$ cat config.mk
export PLATFORM = sky130hd
export DESIGN_NAME = midpoint_line_rasterizer_unit
export DESIGN_NICKNAME = d
export VERILOG_FILES = /design/src/hw/rtl/mlr_pkg.sv /design/src/hw/rtl/mlr_ctrl.sv /design/src/hw/rtl/mlr_dp.sv /design/src/hw/rtl/midpoint_line_rasterizer_unit.sv
export VERILOG_INCLUDE_DIRS = /design/src /design/src/hw/rtl
export SDC_FILE = /design/constraint.sdc
export NUM_CORES = 1
export LEC_CHECK = 0
export ABC_AREA = 1
export BUFFER_PORTS_ARGS = -buffer_cell sky130_fd_sc_hd__buf_2
export CAP_MARGIN = 20
export CORE_MARGIN = 1.5
export CORE_UTILIZATION = 26
export CTS_CLUSTER_SIZE = 30
export DETAILED_ROUTE_END_ITERATION = 7
export GPL_TIMING_DRIVEN = 0
export PLACE_DENSITY = 0.43
export SLEW_MARGIN = 40
export SYNTH_ARGS = -nofsm -noshare
export SYNTH_HDL_FRONTEND = slang
export SYNTH_HIERARCHICAL = 1
export SYNTH_SLANG_ARGS = --single-unit
$ cat constraint.sdc
create_clock -name aclk -period 14.4 [get_ports aclk]
set_input_delay 0 -clock aclk [delete_from_list [all_inputs] [get_ports aclk]]
set_output_delay 0 -clock aclk [all_outputs]
set_load 0.01 [all_outputs]
$ cat src/hw/rtl/assert_macros.svh
// Assertion macros included by the RTL that carries checks.
`ifndef ASSERT_MACROS_SVH
`define ASSERT_MACROS_SVH

// Same-cycle implication, checked on every rising edge outside reset.
`define ASSERT_IMPL(lbl, clk, rstn, ante, cons, msg) \
    lbl: assert property (@(posedge clk) disable iff (!rstn) (ante) |-> (cons)) \
        else $error(msg);

// Next-cycle implication, checked on every rising edge outside reset.
`define ASSERT_NEXT(lbl, clk, rstn, ante, cons, msg) \
    lbl: assert property (@(posedge clk) disable iff (!rstn) (ante) |=> (cons)) \
        else $error(msg);

`endif

$ cat src/hw/rtl/mlr_pkg.sv
// Package for the midpoint line rasterizer: constants, codes and control structs.
`default_nettype none

package mlr_pkg;

    // Default coordinate width of the screen space.
    localparam int COORD_BITS_DEF = 12;

    // Opcodes carried in the input item's tuser.
    localparam logic OP_START   = 1'b0;
    localparam logic OP_ADVANCE = 1'b1;

    // Octant mappings into the shallow, rising frame.
    localparam logic [1:0] OCT_DIRECT = 2'd0;  // (x, y)
    localparam logic [1:0] OCT_SWAP   = 2'd1;  // (y, x)
    localparam logic [1:0] OCT_ROT    = 2'd2;  // (-y, x)
    localparam logic [1:0] OCT_MIRROR = 2'd3;  // (-x, y)

    // Commands from the controller to the datapath.
    typedef struct packed {
        logic capture;   // Latch the endpoints of a start item.
        logic setup;     // Compute the octant and the mapped endpoints.
        logic load;      // Order the endpoints, load the line and emit the first pixel.
        logic advance;   // Take one step and emit the next pixel.
    } mlr_cmd_t;

endpackage

`default_nettype wire

$ cat src/hw/rtl/mlr_ctrl.sv
// Controller of the midpoint line rasterizer: handshakes and command sequencing.
`default_nettype none

module mlr_ctrl (
    input  wire logic            aclk,
    input  wire logic            aresetn,
    input  wire logic            s_tvalid,
    input  wire logic            opcode,
    input  wire logic            m_tready,
    output logic                 s_tready,
    output logic                 m_tvalid,
    output mlr_pkg::mlr_cmd_t    cmd
);

    localparam logic [1:0] ST_IDLE  = 2'd0;
    localparam logic [1:0] ST_SETUP = 2'd1;
    localparam logic [1:0] ST_LOAD  = 2'd2;

    logic [1:0] state_reg, state_next;
    logic       m_valid_reg, m_valid_next;
    logic       accept;

    // Take an item only when idle and the output register is free or draining.
    assign s_tready = (state_reg == ST_IDLE) && (!m_valid_reg || m_tready);
    assign accept   = s_tvalid && s_tready;
    assign m_tvalid = m_valid_reg;

    // Next state and commands.
    always_comb begin
        state_next  = state_reg;
        cmd         = '0;
        case (state_reg)
            ST_IDLE: begin
                if (accept) begin
                    if (opcode == mlr_pkg::OP_START) begin
                        cmd.capture = 1'b1;
                        state_next  = ST_SETUP;
                    end else begin
                        cmd.advance = 1'b1;
                    end
                end
            end
            ST_SETUP: begin
                cmd.setup  = 1'b1;
                state_next = ST_LOAD;
            end
            ST_LOAD: begin
                cmd.load   = 1'b1;
                state_next = ST_IDLE;
            end
            default: begin
                state_next = ST_IDLE;
            end
        endcase
    end

    // The output item is valid once written and stays until taken.
    always_comb begin
        m_valid_next = m_valid_reg;
        if (m_valid_reg && m_tready) begin
            m_valid_next = 1'b0;
        end
        if (cmd.load || cmd.advance) begin
            m_valid_next = 1'b1;
        end
    end

    always_ff @(posedge aclk) begin
        if (!aresetn) begin
            state_reg   <= ST_IDLE;
            m_valid_reg <= 1'b0;
        end else begin
            state_reg   <= state_next;
            m_valid_reg <= m_valid_next;
        end
    end

endmodule

`default_nettype wire

$ cat src/hw/rtl/mlr_dp.sv
// Datapath of the midpoint line rasterizer: octant set-up, stepping and pixel output.
`default_nettype none

module mlr_dp #(
    parameter int COORD_BITS = mlr_pkg::COORD_BITS_DEF
) (
    input  wire logic                    aclk,
    input  wire logic                    aresetn,
    input  wire mlr_pkg::mlr_cmd_t       cmd,
    input  wire logic [4*COORD_BITS-1:0] in_coords,
    output logic [COORD_BITS-1:0]        out_x,
    output logic [COORD_BITS-1:0]        out_y,
    output logic                         out_pix_valid,
    output logic                         out_last
);

    localparam int C = COORD_BITS;
    localparam int M = COORD_BITS + 1;   // Mapped coordinates.
    localparam int S = COORD_BITS + 3;   // Increments.
    localparam int D = COORD_BITS + 4;   // Decision variable.

    // Captured endpoints.
    logic signed [C-1:0] x0_reg, y0_reg, x1_reg, y1_reg;

    // Mapped endpoints and octant from the set-up step.
    logic signed [M-1:0] p0_reg, q0_reg, p1_reg, q1_reg;
    logic [1:0]          octant_map_reg, octant_next;

    // Line state.
    logic signed [M-1:0] major_pos_reg, minor_pos_reg, major_end_reg;
    logic signed [D-1:0] decision_reg;
    logic signed [S-1:0] step_east_reg, step_diag_reg;
    logic                active_reg;

    // Output register.
    logic [C-1:0] out_x_reg, out_y_reg;
    logic         out_pix_valid_reg, out_last_reg;

    // Set-up signals.
    logic signed [M-1:0] x0m, y0m, x1m, y1m, mx, my;
    logic        [M-1:0] ax, ay;
    logic                mx_zero, my_zero, agree;
    logic signed [M-1:0] p0_next, q0_next, p1_next, q1_next;

    // Load signals.
    logic                le;
    logic signed [M-1:0] a_init, b_init, e_init, c_init;
    logic signed [S-1:0] dmaj, dmin, diff, east_init, diag_init;
    logic signed [D-1:0] dec_init;

    // Step signals.
    logic                dec_le0;
    logic signed [D-1:0] dec_adv;
    logic signed [M-1:0] major_adv, minor_adv;
    logic                active_adv;

    // Pixel mapping back to screen space.
    logic signed [M-1:0] em_a, em_b, em_neg_a;
    logic [C-1:0]        px, py;

    // Capture the endpoints of a start item.
    always_ff @(posedge aclk) begin
        if (cmd.capture) begin
            x0_reg <= in_coords[C-1:0];
            y0_reg <= in_coords[2*C-1:C];
            x1_reg <= in_coords[3*C-1:2*C];
            y1_reg <= in_coords[4*C-1:3*C];
        end
    end

    // Deltas, their magnitudes and the octant choice.
    always_comb begin
        x0m     = M'(x0_reg);
        y0m     = M'(y0_reg);
        x1m     = M'(x1_reg);
        y1m     = M'(y1_reg);
        mx      = x1m - x0m;
        my      = y1m - y0m;
        ax      = mx[M-1] ? M'(-mx) : M'(mx);
        ay      = my[M-1] ? M'(-my) : M'(my);
        mx_zero = (mx == '0);
        my_zero = (my == '0);
        agree   = (!mx[M-1] && !mx_zero && !my[M-1]) || (mx[M-1] && (my[M-1] || my_zero));
        if (mx_zero) begin
            octant_next = mlr_pkg::OCT_SWAP;
        end else if (agree) begin
            octant_next = (ay <= ax) ? mlr_pkg::OCT_DIRECT : mlr_pkg::OCT_SWAP;
        end else begin
            octant_next = (ay >= ax) ? mlr_pkg::OCT_ROT : mlr_pkg::OCT_MIRROR;
        end
        case (octant_next)
            mlr_pkg::OCT_DIRECT: begin
                p0_next = x0m;  q0_next = y0m;  p1_next = x1m;  q1_next = y1m;
            end
            mlr_pkg::OCT_SWAP: begin
                p0_next = y0m;  q0_next = x0m;  p1_next = y1m;  q1_next = x1m;
            end
            mlr_pkg::OCT_ROT: begin
                p0_next = -y0m; q0_next = x0m;  p1_next = -y1m; q1_next = x1m;
            end
            default: begin
                p0_next = -x0m; q0_next = y0m;  p1_next = -x1m; q1_next = y1m;
            end
        endcase
    end

    always_ff @(posedge aclk) begin
        if (cmd.setup) begin
            p0_reg         <= p0_next;
            q0_reg         <= q0_next;
            p1_reg         <= p1_next;
            q1_reg         <= q1_next;
            octant_map_reg <= octant_next;
        end
    end

    // Order the mapped endpoints by major coordinate and derive the increments.
    always_comb begin
        le        = (p0_reg <= p1_reg);
        a_init    = le ? p0_reg : p1_reg;
        b_init    = le ? q0_reg : q1_reg;
        e_init    = le ? p1_reg : p0_reg;
        c_init    = le ? q1_reg : q0_reg;
        dmaj      = S'(e_init) - S'(a_init);
        dmin      = S'(c_init) - S'(b_init);
        diff      = dmin - dmaj;
        east_init = {dmin[S-2:0], 1'b0};
        diag_init = {diff[S-2:0], 1'b0};
        dec_init  = D'(east_init) - D'(dmaj);
    end

    // One midpoint step.
    always_comb begin
        dec_le0    = decision_reg[D-1] || (decision_reg == '0);
        dec_adv    = decision_reg + (dec_le0 ? D'(step_east_reg) : D'(step_diag_reg));
        minor_adv  = dec_le0 ? minor_pos_reg : minor_pos_reg + M'(1);
        major_adv  = major_pos_reg + M'(1);
        active_adv = (major_adv < major_end_reg);
    end

    // Line state updates.
    always_ff @(posedge aclk) begin
        if (cmd.load) begin
            major_pos_reg <= a_init;
            minor_pos_reg <= b_init;
            major_end_reg <= e_init;
            decision_reg  <= dec_init;
            step_east_reg <= east_init;
            step_diag_reg <= diag_init;
        end else if (cmd.advance && active_reg) begin
            major_pos_reg <= major_adv;
            minor_pos_reg <= minor_adv;
            decision_reg  <= dec_adv;
        end
    end

    always_ff @(posedge aclk) begin
        if (!aresetn) begin
            active_reg <= 1'b0;
        end else if (cmd.load) begin
            active_reg <= (a_init != e_init);
        end else if (cmd.advance && active_reg) begin
            active_reg <= active_adv;
        end
    end

    // Map the new position back to screen space.
    always_comb begin
        em_a     = cmd.load ? a_init : major_adv;
        em_b     = cmd.load ? b_init : minor_adv;
        em_neg_a = -em_a;
        case (octant_map_reg)
            mlr_pkg::OCT_DIRECT: begin
                px = em_a[C-1:0];     py = em_b[C-1:0];
            end
            mlr_pkg::OCT_SWAP: begin
                px = em_b[C-1:0];     py = em_a[C-1:0];
            end
            mlr_pkg::OCT_ROT: begin
                px = em_b[C-1:0];     py = em_neg_a[C-1:0];
            end
            default: begin
                px = em_neg_a[C-1:0]; py = em_b[C-1:0];
            end
        endcase
    end

    // Output register; an advance with no active line gives an empty pixel.
    always_ff @(posedge aclk) begin
        if (cmd.load) begin
            out_x_reg         <= px;
            out_y_reg         <= py;
            out_pix_valid_reg <= 1'b1;
            out_last_reg      <= (a_init == e_init);
        end else if (cmd.advance) begin
            if (active_reg) begin
                out_x_reg         <= px;
                out_y_reg         <= py;
                out_pix_valid_reg <= 1'b1;
                out_last_reg      <= !active_adv;
            end else begin
                out_x_reg         <= '0;
                out_y_reg         <= '0;
                out_pix_valid_reg <= 1'b0;
                out_last_reg      <= 1'b0;
            end
        end
    end

    assign out_x         = out_x_reg;
    assign out_y         = out_y_reg;
    assign out_pix_valid = out_pix_valid_reg;
    assign out_last      = out_last_reg;

endmodule

`default_nettype wire

$ cat src/hw/rtl/midpoint_line_rasterizer_unit.sv
// Midpoint line rasterizer: walks a line segment one pixel per advance item.
// Input channel (s_): tuser is the opcode, tdata the endpoints. A start item
// loads a line and returns its first pixel; each advance item returns the next
// pixel, with tlast on the final one. Advances with no active line return an
// item with tuser (pixel valid) low.
// Output channel (m_): one item per input item, in order.
// An advance item's result appears the cycle after acceptance; a start item
// passes through capture, octant set-up, and ordering and load, and the input
// is held off during octant set-up and during ordering and load.
// Throughput: one advance item per cycle while the receiver takes results; the
// single step is one add and one compare on the decision variable.
// Reset (aresetn low, synchronous) clears the controller and ends any active line.
// When the receiver stalls, the finished item is held in the output register and
// a new item is accepted only in the cycle in which that item is taken.
`default_nettype none
`include "assert_macros.svh"

module midpoint_line_rasterizer_unit #(
    parameter int COORD_BITS = mlr_pkg::COORD_BITS_DEF,
    localparam int IN_W  = ((4 * COORD_BITS + 7) / 8) * 8,
    localparam int OUT_W = ((2 * COORD_BITS + 7) / 8) * 8
) (
    input  wire logic             aclk,
    input  wire logic             aresetn,
    input  wire logic             s_tvalid,
    output logic                  s_tready,
    input  wire logic [IN_W-1:0]  s_tdata,   // x_start, y_start, x_end, y_end
    input  wire logic             s_tuser,   // opcode
    output logic                  m_tvalid,
    input  wire logic             m_tready,
    output logic [OUT_W-1:0]      m_tdata,   // pixel_x, pixel_y
    output logic                  m_tuser,   // pixel_valid
    output logic                  m_tlast    // last
);

    mlr_pkg::mlr_cmd_t       cmd;
    logic [COORD_BITS-1:0]   pix_x, pix_y;

    mlr_ctrl u_ctrl (
        .aclk     (aclk),
        .aresetn  (aresetn),
        .s_tvalid (s_tvalid),
        .opcode   (s_tuser),
        .m_tready (m_tready),
        .s_tready (s_tready),
        .m_tvalid (m_tvalid),
        .cmd      (cmd)
    );

    mlr_dp #(
        .COORD_BITS (COORD_BITS)
    ) u_dp (
        .aclk          (aclk),
        .aresetn       (aresetn),
        .cmd           (cmd),
        .in_coords     (s_tdata[4*COORD_BITS-1:0]),
        .out_x         (pix_x),
        .out_y         (pix_y),
        .out_pix_valid (m_tuser),
        .out_last      (m_tlast)
    );

    // Pack the pixel, padding to whole bytes.
    generate
        if (OUT_W > 2 * COORD_BITS) begin : g_pad
            assign m_tdata = {{(OUT_W - 2 * COORD_BITS){1'b0}}, pix_y, pix_x};
        end else begin : g_nopad
            assign m_tdata = {pix_y, pix_x};
        end
    endgenerate

    // Set-up steps never overlap with accepting an item.
    `ASSERT_IMPL(a_setup_blocks_in, aclk, aresetn, cmd.setup || cmd.load, !s_tready, "item accepted during line set-up")
    // A captured start item runs through both set-up steps.
    `ASSERT_NEXT(a_capture_then_setup, aclk, aresetn, cmd.capture, cmd.setup, "capture not followed by set-up")
    `ASSERT_NEXT(a_setup_then_load, aclk, aresetn, cmd.setup, cmd.load, "set-up not followed by load")
    // An empty result is never the final pixel of a line.
    `ASSERT_IMPL(a_empty_not_last, aclk, aresetn, m_tvalid && !m_tuser, !m_tlast, "empty item marked last")
    // At most one command per cycle.
    `ASSERT_IMPL(a_one_cmd, aclk, aresetn, 1'b1, $onehot0(cmd), "several datapath commands at once")

endmodule

`default_nettype wire

==> impl_metrics.py <==
metrics = {
    "outcome": {
        "status": "complete, no violations",
    },
    "critical_path": {
        "critical_path_arrival_ps": 7170,
        "r2r_cells": 31,
        "cp-endpoint": "u_dp/p1_reg[11]",
        "crit_fanout": 10,
        "r2r_slack_ps": 7510,
        "reg2reg_from": "u_dp/x1_reg[0]",
        "cp_slowest_cell": "clkbuf_1",
        "critPathKind": "reg2reg",
        "endpoint_kind": "register",
        "slowest_delay_ps": 580,
        "r2r-end": "u_dp/p1_reg[11]",
        "start_kind": "register",
        "required_ps": 14680,
        "crit_path_start": "u_dp/x1_reg[0]",
    },
    "grt": {
        "grt-ovfl-total": 0,
        "grt_pass1_wl_um": 79590,
        "antenna_found_initial": 0,
        "track_usage_pct": 16.26,
        "grt_pass1_vias": 14069,
        "grt_start_max_net_pins": 53,
    },
    "detailed_routing": {
        "num_vias": 14093,
        "drtPass1Iterations": 5,
        "drt-vias-per-instance": 4.600,
        "wl_per_cell_um": 16.98,
        "drt_iter0_drc": 716,
        "wirelength_um": 52030,
        "remaining_drc_errors": 0,
        "postRouteAntennaNets": 0,
    },
    "hold_path": {
        "min_path_type": "in2reg",
        "min_from": "m_tready",
    },
    "clock_tree": {
        "cts_made_buffers": 27,
        "cts-root-buf": "clkbuf_16",
        "clk_pin_slew_ps": 60,
        "clock_path_buffers": 3,
        "post-cts-setup-buffer-count": 0,
        "cts-resized-gates": 0,
        "tritoncts": "built",
        "h-tree-depth": 1,
        "clk_latency_ps": 580,
        "cts_hold_buf": 54,
        "cts_sinks": 212,
    },
    "final_layout": {
        "largest_reg_flops": 16,
        "antennaDiodeCount": 0,
        "layout-drive-gt1-share_pct": 11.27,
        "multi_input_area_mm2": 0.008389,
        "area_delta_synth_final_pct": 18.43,
        "seq_area_mm2": 0.006316,
        "n_fill_cell": 6548,
        "fin_util_pct": 31.11,
        "nNetsFinal": 2382,
        "fin_cells": 3064,
    },
    "floorplanning": {
        "die_height_um": 252.5,
        "die_x_um": 252.5,
        "start_util_pct": 26.27,
        "die_area_mm2": 0.06374,
        "core_mm2": 0.06160,
        "ios": 81,
        "num_rows": 91,
    },
    "logic_synthesis": {
        "yosysMostFrequentCell": "nand2_1",
        "async_flop_share_pct": 0,
        "synth_flop_cell": "edfxtp_1",
        "synthesis.instances": 2039,
        "synth_adder_area_share_pct": 9.665,
        "synth_top_area_cell": "edfxtp_1",
        "synth_top_area_share_pct": 38.41,
        "synth_cell_types": 56,
        "ys_top_cells_by_count": "457 x nand2_1, 326 x inv_1, 207 x edfxtp_1, 147 x nor2_1, 132 x o21ai_0",
        "syn_nets": 2214,
        "syn_area_mm2": 0.01618,
        "synth_edf_count": 207,
        "syn_area_per_cell_um2": 7.936,
        "yosys.area_share.simple_pct": 22.25,
        "yosysWarnings": 6,
        "synth_top_family_by_area": "simple AND/OR/NAND/NOR gates",
        "muxShareOfSynthArea_pct": 0.06959,
        "synth_compound_area_share_pct": 14.37,
        "synth-xor-area-share_pct": 5.358,
        "ys_ff_latch": 212,
        "ys_seq_area_share_pct": 39.03,
        "ys_top_cells_by_area": "edfxtp_1 38%, nand2_1 11%, ha_1 9.0%",
    },
    "sta": {
        "finalCritPeriodShare_pct": 47.88,
        "relSlewSlack_pct": 46.35,
        "finalHoldViolations": 0,
        "finalClockSkew_ps": 34.96,
        "setup_viol": 0,
        "setup_tns_ps": 0,
        "max_freq_mhz": 145.0,
        "drv_slew": 0,
        "min_period_ps": 6895,
        "tightest_slew_ps": 804.8,
        "rsz0062_at_grt": "no",
    },
    "pwr": {
        "ir_worst_vdd_mv": 0.08677,
        "p_per_area_mw_per_mm2": 148.2,
        "p_leak_nw": 8.472,
    },
    "placed_design": {
        "dp_hpwl_um": 42310,
        "portBuffers": 80,
        "globalplace.congestion": 0.8987,
        "place_inst": 2961,
    },
    "job": {
        "cap_violations": 0,
    },
}
## critical path, delay by kind of cell, from the launching register on
family | cells | cell delay (ps)
AO/OA/AOI/OAI | 12 | 2400
adder cells (fa/ha/maj) | 4 | 1180
AND/OR/NAND/NOR | 7 | 920
flip-flops | 1 | 400
buffers and inverters | 6 | 1360
XOR/XNOR | 2 | 320
## final cells by class
type / instances / share of cell area [%]
inverter: 339 / 6.653
timing repair buffer: 139 / 5.458
clock buffer: 30 / 3.636
tap: 837 / 5.465
sequential: 212 / 32.96
buffer: 46 / 1.175
clock inverter: 19 / 0.8814
multi-input combinational: 1442 / 43.77
## cells by family (layout without fill, tap and decap cells)
family | after synthesis | in the layout
buf+inv | 385 | 573
xor+xnor | 99 | 99
simple gates | 830 | 830
compound gates | 390 | 390
flops | 212 | 212
fa+ha+maj | 122 | 122
mux | 1 | 1
## routing by layer
metal  wire length [um]  track usage (%)  share of wire (%)
met4               1761            5.749                3.4
met2              24870            28.44                 48
met1              23360            20.50                 45
met5                  0                0                  0
met3               2037            1.977                3.9
## layout by cell type (no fill, tap or decap), drive strengths merged, types with 2 or more instances in the layout
master       instances
a32oi                4
edfxtp             207
dlygate4sd3         54
fa                   5
o211ai               8
a221oi              10
inv                337
o2bb2ai              2
o21bai              11
a21boi               2
bufinv               2
buf                100
nor4                 6
o21a                 3
a211oi              10
clkinvlp             4
clkinv              15
o31ai                5
nand3b               4
a22oi                2
nand2              496
nand3               95
nor3                32
dfxtp                5
or2                 12
a31oi               18
clkbuf              61
xnor2               21
o211a                2
xor2                78
o22ai               10
o32ai                3
and2                 2
o221ai              13
a31o                 3
nand4               28
ha                 117
a21oi              119
nor2               154
o21ai              163
## worst min-delay path by stage
stage                               end  cells past startpoint
floorplan           u_ctrl/state_reg[0]                      1
global placement         u_dp/y0_reg[5]                      1
detailed placement       u_dp/y0_reg[5]                      1
CTS                      u_dp/x1_reg[0]                      5
global route             u_dp/x1_reg[0]                      5
finish                   u_dp/x1_reg[0]                      5
## stage by stage
stage | setup WS [ps] | area [um^2] | power (W) | hold WS, ps
2_1_floorplan | 8981 | 16180 | 0.001783 | 79.03
3_3_place_gp | 6019 | 17630 | 0.002168 | 177.4
3_5_place_dp | 7461 | 17750 | 0.002178 | 178.1
4_1_cts | 7452 | 19160 | 0.002873 | 65.52
5_1_grt | 6836 | 19160 | 0.003069 | 133.4
6_report | 7505 | 19160 | 0.002840 | 97.15
## power by group
part | switching (W) | internal (W) | total, W
Clock | 0.000281 | 0.000385 | 0.000666
Combinational | 0.000899 | 0.000459 | 0.00136
Sequential | 0.0000285 | 0.000787 | 0.000816
No activity file was read; power rests on OpenSTA's default activity.
